File: src/rtl/mom_pkg.sv
// Package for the median-of-means pixel merge: sizes, payload and control types.
// Used by every module in rtl except mom_ram; depends on nothing.
`timescale 1ns / 1ps
`default_nettype none
package mom_pkg;
    localparam int PixelChannels = 1024;
    localparam int MaxMeans      = 16;
    localparam int IdxW          = $clog2(PixelChannels);
    localparam int PosW          = $clog2(MaxMeans);
    localparam int CntW          = $clog2(MaxMeans + 1);
    localparam int SumW          = 40;
    localparam int ValW          = 32;
    localparam int GrpW          = 9;
    localparam int ImgW          = 8;
    localparam int GnW           = 5;
    localparam logic [GrpW-1:0] GroupReset = GrpW'(10);
    localparam logic [SumW-1:0] SumMax     = {SumW{1'b1}};
    localparam int QueueDepth    = 4;
    localparam int QPtrW         = $clog2(QueueDepth);

    typedef struct packed {
        logic [IdxW-1:0] pixel_index;
        logic [ValW-1:0] sample_value;
        logic            last_of_image;
    } t_in_item;

    typedef struct packed {
        logic [IdxW-1:0] out_pixel_index;
        logic [ValW-1:0] median_value;
        logic [GnW-1:0]  group_number;
        logic            overflow;
    } t_out_item;

    // Work passed from the front part to the back part.
    typedef struct packed {
        logic [IdxW-1:0] pixel_index;
        logic [SumW-1:0] sum;
        logic [GrpW-1:0] divisor;
        logic [CntW-1:0] count;
    } t_job;

    typedef enum logic [1:0] {
        F_IDLE, F_READ, F_WRITE
    } t_front_state;

    typedef enum logic [3:0] {
        B_IDLE, B_DIV, B_SCAN_RD, B_SCAN, B_SHIFT_RD, B_SHIFT, B_PUT,
        B_MED_RD, B_MED_A, B_MED_B, B_OUT
    } t_back_state;
endpackage
`default_nettype wire

File: src/rtl/mom_queue.sv
// Short job queue between the front and back parts.
// Depends on mom_pkg.
`timescale 1ns / 1ps
`default_nettype none
module mom_queue (
    input  wire logic          i_clk,
    input  wire logic          i_rst_n,
    input  wire logic          i_valid,
    input  wire mom_pkg::t_job i_job,
    output logic               o_ready,
    output logic               o_valid,
    output mom_pkg::t_job      o_job,
    input  wire logic          i_ready
);
    mom_pkg::t_job                r_buf [mom_pkg::QueueDepth];
    logic [mom_pkg::QPtrW-1:0]    r_wp, r_rp;
    logic [mom_pkg::QPtrW:0]      r_cnt;
    logic                         w_wr, w_rd;

    assign o_ready = r_cnt != (mom_pkg::QPtrW+1)'(mom_pkg::QueueDepth);
    assign o_valid = r_cnt != '0;
    assign o_job   = r_buf[r_rp];
    assign w_wr    = i_valid && o_ready;
    assign w_rd    = o_valid && i_ready;

    // Advance pointers and count
    always_ff @(posedge i_clk) begin
        if (!i_rst_n) begin
            r_wp  <= '0;
            r_rp  <= '0;
            r_cnt <= '0;
        end else begin
            if (w_wr) r_wp <= r_wp + 1'b1;
            if (w_rd) r_rp <= r_rp + 1'b1;
            r_cnt <= r_cnt + (mom_pkg::QPtrW+1)'(w_wr) - (mom_pkg::QPtrW+1)'(w_rd);
        end
    end

    always_ff @(posedge i_clk) begin
        if (w_wr) r_buf[r_wp] <= i_job;
    end
endmodule
`default_nettype wire

File: config.mk
export PLATFORM = sky130hd
export DESIGN_NAME = mom_queue
export DESIGN_NICKNAME = d
export VERILOG_FILES = /design/src/rtl/mom_pkg.sv /design/src/rtl/mom_queue.sv
export SDC_FILE = /design/constraint.sdc
export NUM_CORES = 1
export LEC_CHECK = 0
export CELL_PAD_IN_SITES_DETAIL_PLACEMENT = 1
export CELL_PAD_IN_SITES_GLOBAL_PLACEMENT = 1
export CORE_UTILIZATION = 40
export CTS_CLUSTER_SIZE = 24
export DETAILED_ROUTE_END_ITERATION = 10
export DONT_BUFFER_PORTS = 1
export GPL_TIMING_DRIVEN = 1
export PLACE_DENSITY = 0.56
export SLEW_MARGIN = 10
export SYNTH_ARGS = -nofsm -noshare
export SYNTH_HDL_FRONTEND = slang
export SYNTH_SLANG_ARGS = --single-unit
File: constraint.sdc
create_clock -name i_clk -period 3.2 [get_ports i_clk]
set_input_delay 0.16 -clock i_clk [delete_from_list [all_inputs] [get_ports i_clk]]
set_output_delay 0.16 -clock i_clk [all_outputs]
set_load 0.03 [all_outputs]
==> impl_metrics.yaml, run 1 <==
outcome:
  status: "finished, final reports clean"
run:
  max_cap_violations: 0
cts:
  clk_pin_slew_ns: 0.06
  h-tree-depth: 1
  cts_resized: 0
  cts_inserted_buffers: 28
  cts_tree: "built"
  clock_path_buffers: 3
  cts_num_sinks: 265
  cts_root_buf: "clkbuf_16"
  clock_latency_ns: 0.52
critical_path:
  path_max_fanout: 7
  crit_required_ns: 3.62
  cp_slowest_cell: "dfxtp_1"
  worst_ep_arrival_time_ns: 2.97
  critical-path-top-delay-family: "adder cells"
  startpoint_type: "register"
  path_cells: "nor2_1 -> a21boi_2 -> inv_1 -> ha_1 -> inv_1 -> ha_1 -> inv_1 -> fa_1 -> xnor2_1 -> xnor2_1 -> and2_1"
  crit_top_cell: "inv_1"
  endpoint_kind: "register"
  crit_buf_inv: 3
  worst_path_largest_cell_delay_ns: 0.47
  crit_type: "reg -> reg"
synth:
  synth_cell_types: 22
  synth_top_family_by_area: "multiplexers"
  synthMuxAreaShare_pct: 15.1
  synth_simple_gate_area_share_pct: 0.934
  synth_xor_area_share_pct: 0.358
  synth_compound_area_share_pct: 0.294
  syn_area_per_cell_sq_um: 25.6
  ys_ff_latch: 265
  ys_warn_count: 0
  synthCells: 382
  seq_area_frac_synth_pct: 80.4
  synth_nets: 457
  synth_area_sq_mm: 0.00978
  synthAdderAreaFrac_pct: 0.972
drt:
  vias_per_cell: 5.09
  drt_iter0_drc: 186
  drcViolationCount: 0
  route.antenna.remaining_nets: 0
  firstDrtPassIters: 4
  post_drt_wl_per_cell_um: 22.0
  dr_total_vias: 4124
  finalWirelength_um: 17800
grt:
  antenna_found_initial: 0
  grt_max_degree: 59
  grt_pass1_wl_um: 26700
  grt_pass1_vias: 4575
  gr-total-overflow: 0
  grt_use_total_pct: 14.4
sta:
  whs_ns: 0.333
  fin_crit_sh_pct: 79.8
  skew_ns: 0.00893
  setup_viol: 0
  fin_tns_setup_ns: 0
  rsz0062_at_grt: "false"
  timing.final.ws_setup_ns: 0.645
  hold_viol_final: 0
  worst_pin_slew_ns: 0.609
  slew_violations: 0
  fin_crit_ns: 2.55
  fmax_mhz: 391
  max_slew_margin_pct: 59.4
die:
  die_h_um: 158
  die_w_um: 158
  fp-row-count: 56
  start_util_pct: 41.2
  top_level_ports: 134
  die-area_sq_mm: 0.0251
  core-area_sq_mm: 0.0238
power_and_ir_drop:
  p_seq_share_pct: 45.5
  p_switching_mw: 2.88
  power_mw: 9.66
  vdd_drop_max_mv: 0.404
  pwr-share-comb_pct: 23.2
  sw_frac_of_total_pct: 29.8
  powerDensity_mw_per_mm2: 826
  leakage_nw: 3.68
  p_clk_share_pct: 31.3
  internal-power_mw: 6.78
layout:
  stdcell_count: 811
  areaGrowthSynthToFinish_pct: 19.6
  n_antenna_cell: 0
  nFillCells: 2061
  layout_commonest_cell: "edfxtp_1"
  layout_common_cells: "edfxtp_1 (256), dlygate4sd3_1 (68), mux4_2 (60)"
  final_util_pct: 49.3
  fin_area_sq_mm: 0.0117
  drive_gt1_share_pct: 22.8
  num-nets-final: 549
placement:
  place_ws_ns: 0.660
  portBuffers: 0
  finalWeightedCongestion: 0.731
  hpwl_um: 10200
  dp_cells: 695
  dpl_cell_area_sq_mm: 0.0102
min_path:
  holdCritPathClass: "in -> reg"
==> cell families after synthesis <==
family,after synthesis
flops,265
compound gates,3
buf+inv,20
xor+xnor,4
simple gates,17
fa+ha+maj,7
mux,66
==> registers in the layout, summed over array words and instances, names as in the netlist, named ones only <==
register	count
r_wp	2
r_rp	2
r_buf	256
r_cnt	3
==> synth_stat cells, drive strengths merged <==
cell type	n	area share, %
and2	7	0.45
mux4	64	15
mux2i	2	0.20
or3	1	0.064
nor2	1	0.038
ha	6	0.77
fa	1	0.20
edfxtp	256	79
nand2	5	0.19
buf	13	1.6
dfxtp	9	1.8
xnor2	4	0.36
a21boi	1	0.12
nor2b	3	0.19
inv	5	0.19
o311ai	1	0.090
o31a	1	0.090
clkbuf	2	0.089
==> power groups by stage <==
stage	logic, mW	clock network (mW)	registers (mW)
4_1_cts	2.30	3.12	4.41
3_5_place_dp	2.18	0	4.48
6_report	2.24	3.03	4.40
5_1_grt	2.38	3.23	4.44
2_1_floorplan	2.00	0	4.36
3_3_place_gp	2.18	0	4.46
==> metal layers <==
| metal | vias to the layer above | GRT usage (%) | share of wire (%) |
|---|---|---|---|
| met2 | 102 | 24.9 | 52 |
| met4 | 0 | 4.03 | 1.6 |
| met5 | - | 0 | 0 |
| li1 | 1816 | - | - |
| met3 | 27 | 3.67 | 5.9 |
| met1 | 2179 | 18.1 | 41 |
==> area by class of cell <==
type	instances	area, sq um	share of cell area, %
Sequential cell	265	7880	67.3
Multi-Input combinational cell	97	1740	14.8
Timing Repair Buffer	77	811	6.93
Clock buffer	33	741	6.33
Tap cell	319	399	3.41
Clock inverter	15	119	1.02
Inverter	5	18.8	0.160
==> final timing paths <==
check | start | endpoint | slack, ns | depth (start not counted)
max | r_cnt[1] | r_cnt[2] | 0.65 | 11
min | i_job[62] | r_buf[3][62] | 0.33 | 1
max reg2reg | r_cnt[1] | r_cnt[2] | 0.65 | 11
min reg2reg | r_wp[1] | r_wp[1] | 0.52 | 2
==> repair_timing <==
action,CTS,global route
hold buffers,68,0
buffers inserted,0,0
endpoints found under the hold margin,265,0
(Power assumes the default switching activity.)
==> inputs of run 2 (changes only) <==
PLACE_DENSITY = 0.58   (was 0.56)
clock period = 2.28 ns   (was 3.2 ns; I/O delays follow)
==> run 2 against run 1 <==
Final cell count increased by 1.2%. Routed wire length increased by 4.4%. Critical path type unchanged. Worst hold slack got worse by 0.29 ns. Combinational power increased by 53%. Die area unchanged. Critical path depth unchanged. Maximum frequency increased by 19%. Register-to-register slack got worse by 0.51 ns. Global-route usage increased by 0.67 points. Clock power increased by 51%.
==> impl_metrics.yaml, run 2 (synthesis gave the netlist of run 1 again) <==
outcome:
  status: "finished, final reports clean"
critical_path:
  worst_ep_arrival_time_ns: 2.57
  r2r_slack_ns: 0.13
  endpoint: "r_cnt[2]"
  crit_type: "reg -> reg"
  startpoint_type: "register"
  r2r_end: "r_cnt[2]"
  r2r_start: "r_cnt[1]"
  path_max_fanout: 6
  crit_start: "r_cnt[1]"
  endpoint_kind: "register"
  crit_required_ns: 2.70
  reg2reg_depth: 11
drt:
  vias_per_cell: 5.08
  wl_met2_um: 9670
  met1_length_um: 7490
  drcViolationCount: 0
  dr_total_vias: 4172
  route.antenna.remaining_nets: 0
  drt_iter0_drc: 195
  finalWirelength_um: 18600
  post_drt_wl_per_cell_um: 22.7
  route.met3.wl_um: 978
  firstDrtPassIters: 4
  maxUsedRoutingLayer: "met4"
layout:
  top_regs: "r_buf (256), r_cnt (3)"
  largest_reg_flops: 256
  nFillCells: 2072
  layout_common_cells: "edfxtp_1 (256), dlygate4sd3_1 (66), mux4_2 (60)"
  n_antenna_cell: 0
  layout_commonest_cell: "edfxtp_1"
  areaGrowthSynthToFinish_pct: 22.1
  num-nets-final: 555
  drive_gt1_share_pct: 26.3
  largest-register: "r_buf"
die:
  core-area_sq_mm: 0.0238
  start_util_pct: 41.2
  fp-row-count: 56
  die-area_sq_mm: 0.0251
  die_h_um: 158
  top_level_ports: 134
  die_w_um: 158
sta:
  timing.final.ws_setup_ns: 0.133
  fin_crit_sh_pct: 94.2
  setup_viol: 0
  worst_pin_slew_ns: 0.364
  hold_viol_final: 0
  fin_tns_setup_ns: 0
  whs_ns: 0.0447
  fin_crit_ns: 2.15
  slew_violations: 0
  rsz0062_at_grt: "false"
  fmax_mhz: 466
  max_slew_margin_pct: 75.3
  skew_ns: 0.0130
min_path:
  holdCritPathClass: "in -> reg"
placement:
  portBuffers: 0
  finalWeightedCongestion: 0.653
  hpwl_um: 10900
  place_ws_ns: 0.00498
cts:
  cts_root_buf: "clkbuf_16"
  cts_inserted_buffers: 28
  clock_latency_ns: 0.53
  clock_path_buffers: 3
  cts_tree: "built"
  clk_pin_slew_ns: 0.06
  h-tree-depth: 1
  cts_num_sinks: 265
run:
  max_cap_violations: 0
power_and_ir_drop:
  leakage_nw: 3.80
  powerDensity_mw_per_mm2: 1180
  vdd_drop_max_mv: 0.769
  power_mw: 14.1
grt:
  grt_use_total_pct: 15.1
  grt_pass1_wl_um: 27800
  gr-total-overflow: 0
  antenna_found_initial: 0
  grt_pass1_vias: 4699
  grt_max_degree: 35
==> run 2: cell types whose count changed in the layout (fill, tap and decap cells not counted), moves of 2 or more <==
cell,before,now
clkbuf_1,4,1
dlygate4sd3_1,68,66
dfxtp_1,7,5
clkbuf_8,0,5
buf_12,5,13
clkinv_2,4,6
==> run 2: final cells by class <==
type / count / area (sq um) / share of cell area (%)
inverters: 5 / 18.8 / 0.157
clock buffers: 35 / 798 / 6.68
well taps: 319 / 399 / 3.34
repair buffers: 83 / 951 / 7.96
flip-flops and latches: 265 / 7880 / 65.9
clock inverters: 17 / 155 / 1.30
multi-input cells: 97 / 1750 / 14.6
==> run 2: worst min-delay path by stage <==
| stage | start | cells after the start | endpoint |
|---|---|---|---|
| 6_report | i_valid | 3 | r_wp[1] |
| 5_1_grt | i_valid | 3 | r_wp[1] |
| 4_1_cts | i_valid | 3 | r_wp[1] |
| 3_5_place_dp | i_job[46] | 0 | r_buf[0][46] |
| 3_3_place_gp | i_job[27] | 0 | r_buf[2][27] |
| 2_1_floorplan | i_job[0] | 0 | r_buf[0][0] |
==> run 2: timing repair <==
action	in CTS	in global routing
resized for setup	1	4
hold buffers	66	0
gates cloned	0	0
endpoints found under the setup margin	31	1
hold endpoints to repair	265	0
setup buffers	4	0
==> run 2: metrics by stage <==
stage	cells	utilization (%)	cell area, sq um
CTS	821	50.2	11900
floorplan	382	-	9790
detailed placement	699	43.2	10300
global route	821	50.3	11900
global placement	699	43.2	10300
finish	821	50.3	11900
==> run 2: layer usage <==
| layer | track usage [%] | vias up |
|---|---|---|
| li1 | - | 1823 |
| met1 | 18.3 | 2227 |
| met2 | 26.5 | 95 |
| met3 | 3.84 | 27 |
| met4 | 4.67 | 0 |
| met5 | 0 | - |
==> run 2: critical path: stages, from the launching register on <==
cell and delay, ns:
dfxtp_4 0.39, nor2_1 0.08, a21boi_2 0.17, inv_1 0.07, ha_1 0.29, inv_1 0.07
ha_1 0.14, inv_1 0.06, fa_2 0.35, xnor2_2 0.15, xnor2_1 0.13, and2_1 0.15
==> run 2: power breakdown <==
part / switching, mW / leakage [nW] / internal, mW
clock network: 1.77 / 0.475 / 2.80
logic: 2.18 / 0.900 / 1.24
registers: 0.188 / 2.42 / 5.91
total: 4.14 / 3.80 / 9.95
==> inputs of run 3 (changes only) <==
PLACE_DENSITY = 0.73   (was 0.58)
==> run 3 against run 2 <==
Maximum frequency down 1.1%. Global-route usage up 0.084 points. Critical path depth down 2.
==> impl_metrics.yaml, run 3 (synthesis gave the netlist of run 1 again) <==
placement:
  hpwl_um: 11000
  place_ws_ns: -0.0596
  finalWeightedCongestion: 0.691
  portBuffers: 0
  dp_cells: 701
layout:
  stdcell_count: 820
  n_antenna_cell: 0
  final_util_pct: 50.2
  top_regs: "r_buf (256), r_cnt (3)"
  layout_commonest_cell: "edfxtp_1"
  largest_reg_flops: 256
  drive_gt1_share_pct: 26.9
  largest-register: "r_buf"
  layout_common_cells: "edfxtp_1 (256), dlygate4sd3_1 (66), mux4_2 (62)"
  num-nets-final: 554
  areaGrowthSynthToFinish_pct: 21.8
die:
  die_h_um: 158
  fp-row-count: 56
  core-area_sq_mm: 0.0238
  die-area_sq_mm: 0.0251
  start_util_pct: 41.2
  top_level_ports: 134
  die_w_um: 158
sta:
  worst_pin_slew_ns: 0.476
  rsz0062_at_grt: "false"
  fmax_mhz: 461
  setup_viol: 0
  slew_violations: 0
  fin_tns_setup_ns: 0
  max_slew_margin_pct: 68.2
  fin_crit_ns: 2.17
  fin_crit_sh_pct: 95.2
  skew_ns: 0.0255
  hold_viol_final: 0
  timing.final.ws_setup_ns: 0.109
critical_path:
  crit_required_ns: 2.71
  worst_ep_arrival_time_ns: 2.60
  startpoint_type: "register"
  path_max_fanout: 6
  r2r_end: "r_cnt[2]"
  endpoint: "r_cnt[2]"
  reg2reg_depth: 9
  r2r_slack_ns: 0.11
  r2r_start: "r_cnt[1]"
  crit_type: "reg -> reg"
  endpoint_kind: "register"
  crit_start: "r_cnt[1]"
min_path:
  holdCritPathClass: "in -> reg"
grt:
  grt_util_met3_pct: 4.41
  grt_use_total_pct: 15.2
  busiest_layer: "met2"
  grt_util_met2_pct: 25.8
  gr-total-overflow: 0
  grt_pass1_vias: 4726
  grt_use_met1_pct: 18.9
  antenna_found_initial: 1
  grt_pass1_wl_um: 28000
  grt_max_degree: 36
cts:
  clock_path_buffers: 3
  cts_num_sinks: 265
  clk_pin_slew_ns: 0.06
  h-tree-depth: 1
  cts_inserted_buffers: 28
  cts_tree: "built"
  cts_root_buf: "clkbuf_16"
  clock_latency_ns: 0.54
drt:
  firstDrtPassIters: 4
  drt_iter0_drc: 291
  vias_per_cell: 5.18
  route.antenna.remaining_nets: 0
  finalWirelength_um: 18900
  post_drt_wl_per_cell_um: 23.1
  dr_total_vias: 4244
  drcViolationCount: 0
power_and_ir_drop:
  leakage_nw: 3.76
  powerDensity_mw_per_mm2: 1200
  power_mw: 14.2
  vdd_drop_max_mv: 0.885
outcome:
  status: "finished, final reports clean"
run:
  max_cap_violations: 0
run 3: changes by cell type in the layout (fill, tap and decap cells not counted), moves of 2 or more:
cell,delta
buf_12,-5
clkbuf_8,-5
clkinvlp_4,+4
buf_4,+3
bufinv_16,+3
clkinv_2,-2
mux4_1,-2
mux4_2,+2
run 3: cell type report:
type                            instances  area, sq um
Inverter                                5         18.8
Multi-Input combinational cell         97         1740
Sequential cell                       265         7880
Clock inverter                         21          256
Tap cell                              319          399
Clock buffer                           31          733
Timing Repair Buffer                   82          885
Fill cell                            2029        11800
run 3: report_power, final:
group | leakage [nW] | internal, mW | total, mW | switching [mW]
combinational | 0.868 | 1.17 | 3.31 | 2.14
clock | 0.472 | 2.98 | 4.79 | 1.81
sequential | 2.42 | 5.91 | 6.15 | 0.231
run 3: timing repair:
item	4_1_cts	5_1_grt
gates cloned	0	0
pin swaps	1	1
hold buffers	66	0
hold endpoints to repair	265	0
setup buffers	0	1
resized for setup	5	6
endpoints found under the setup margin	17	3
run 3: how the worst min path moves through the flow:
stage / from / endpoint / slack (ns) / depth (start not counted)
finish: i_valid / r_wp[1] / 0.13 / 4
global route: i_valid / r_wp[1] / 0.14 / 4
CTS: i_valid / r_wp[1] / 0.006 / 3
detailed placement: i_job[55] / r_buf[0][55] / 0.21 / 0
global placement: i_job[61] / r_buf[1][61] / 0.21 / 0
floorplan: i_job[0] / r_buf[0][0] / 0.21 / 0
run 3: layer usage:
layer  vias to the layer above  share of wire [%]
li1                       1821                  -
met3                        29                6.4
met5                         -              0.069
met2                       132                 50
met1                      2260                 41
met4                         2                2.1
run 3: worst max-delay path: stages (launching register included):
cell	delay [ns]
dfxtp_4	0.37
o31a_1	0.33
ha_1	0.30
inv_2	0.07
ha_2	0.16
inv_1	0.05
fa_2	0.35
xnor2_2	0.15
xnor2_1	0.12
and2_1	0.15
run 3: through the flow:
step	hold WS, ns	area, sq um
floorplan	0.213	9790
global placement	0.213	10200
detailed placement	0.213	10200
CTS	0.00631	11900
global route	0.135	11900
finish	0.129	11900
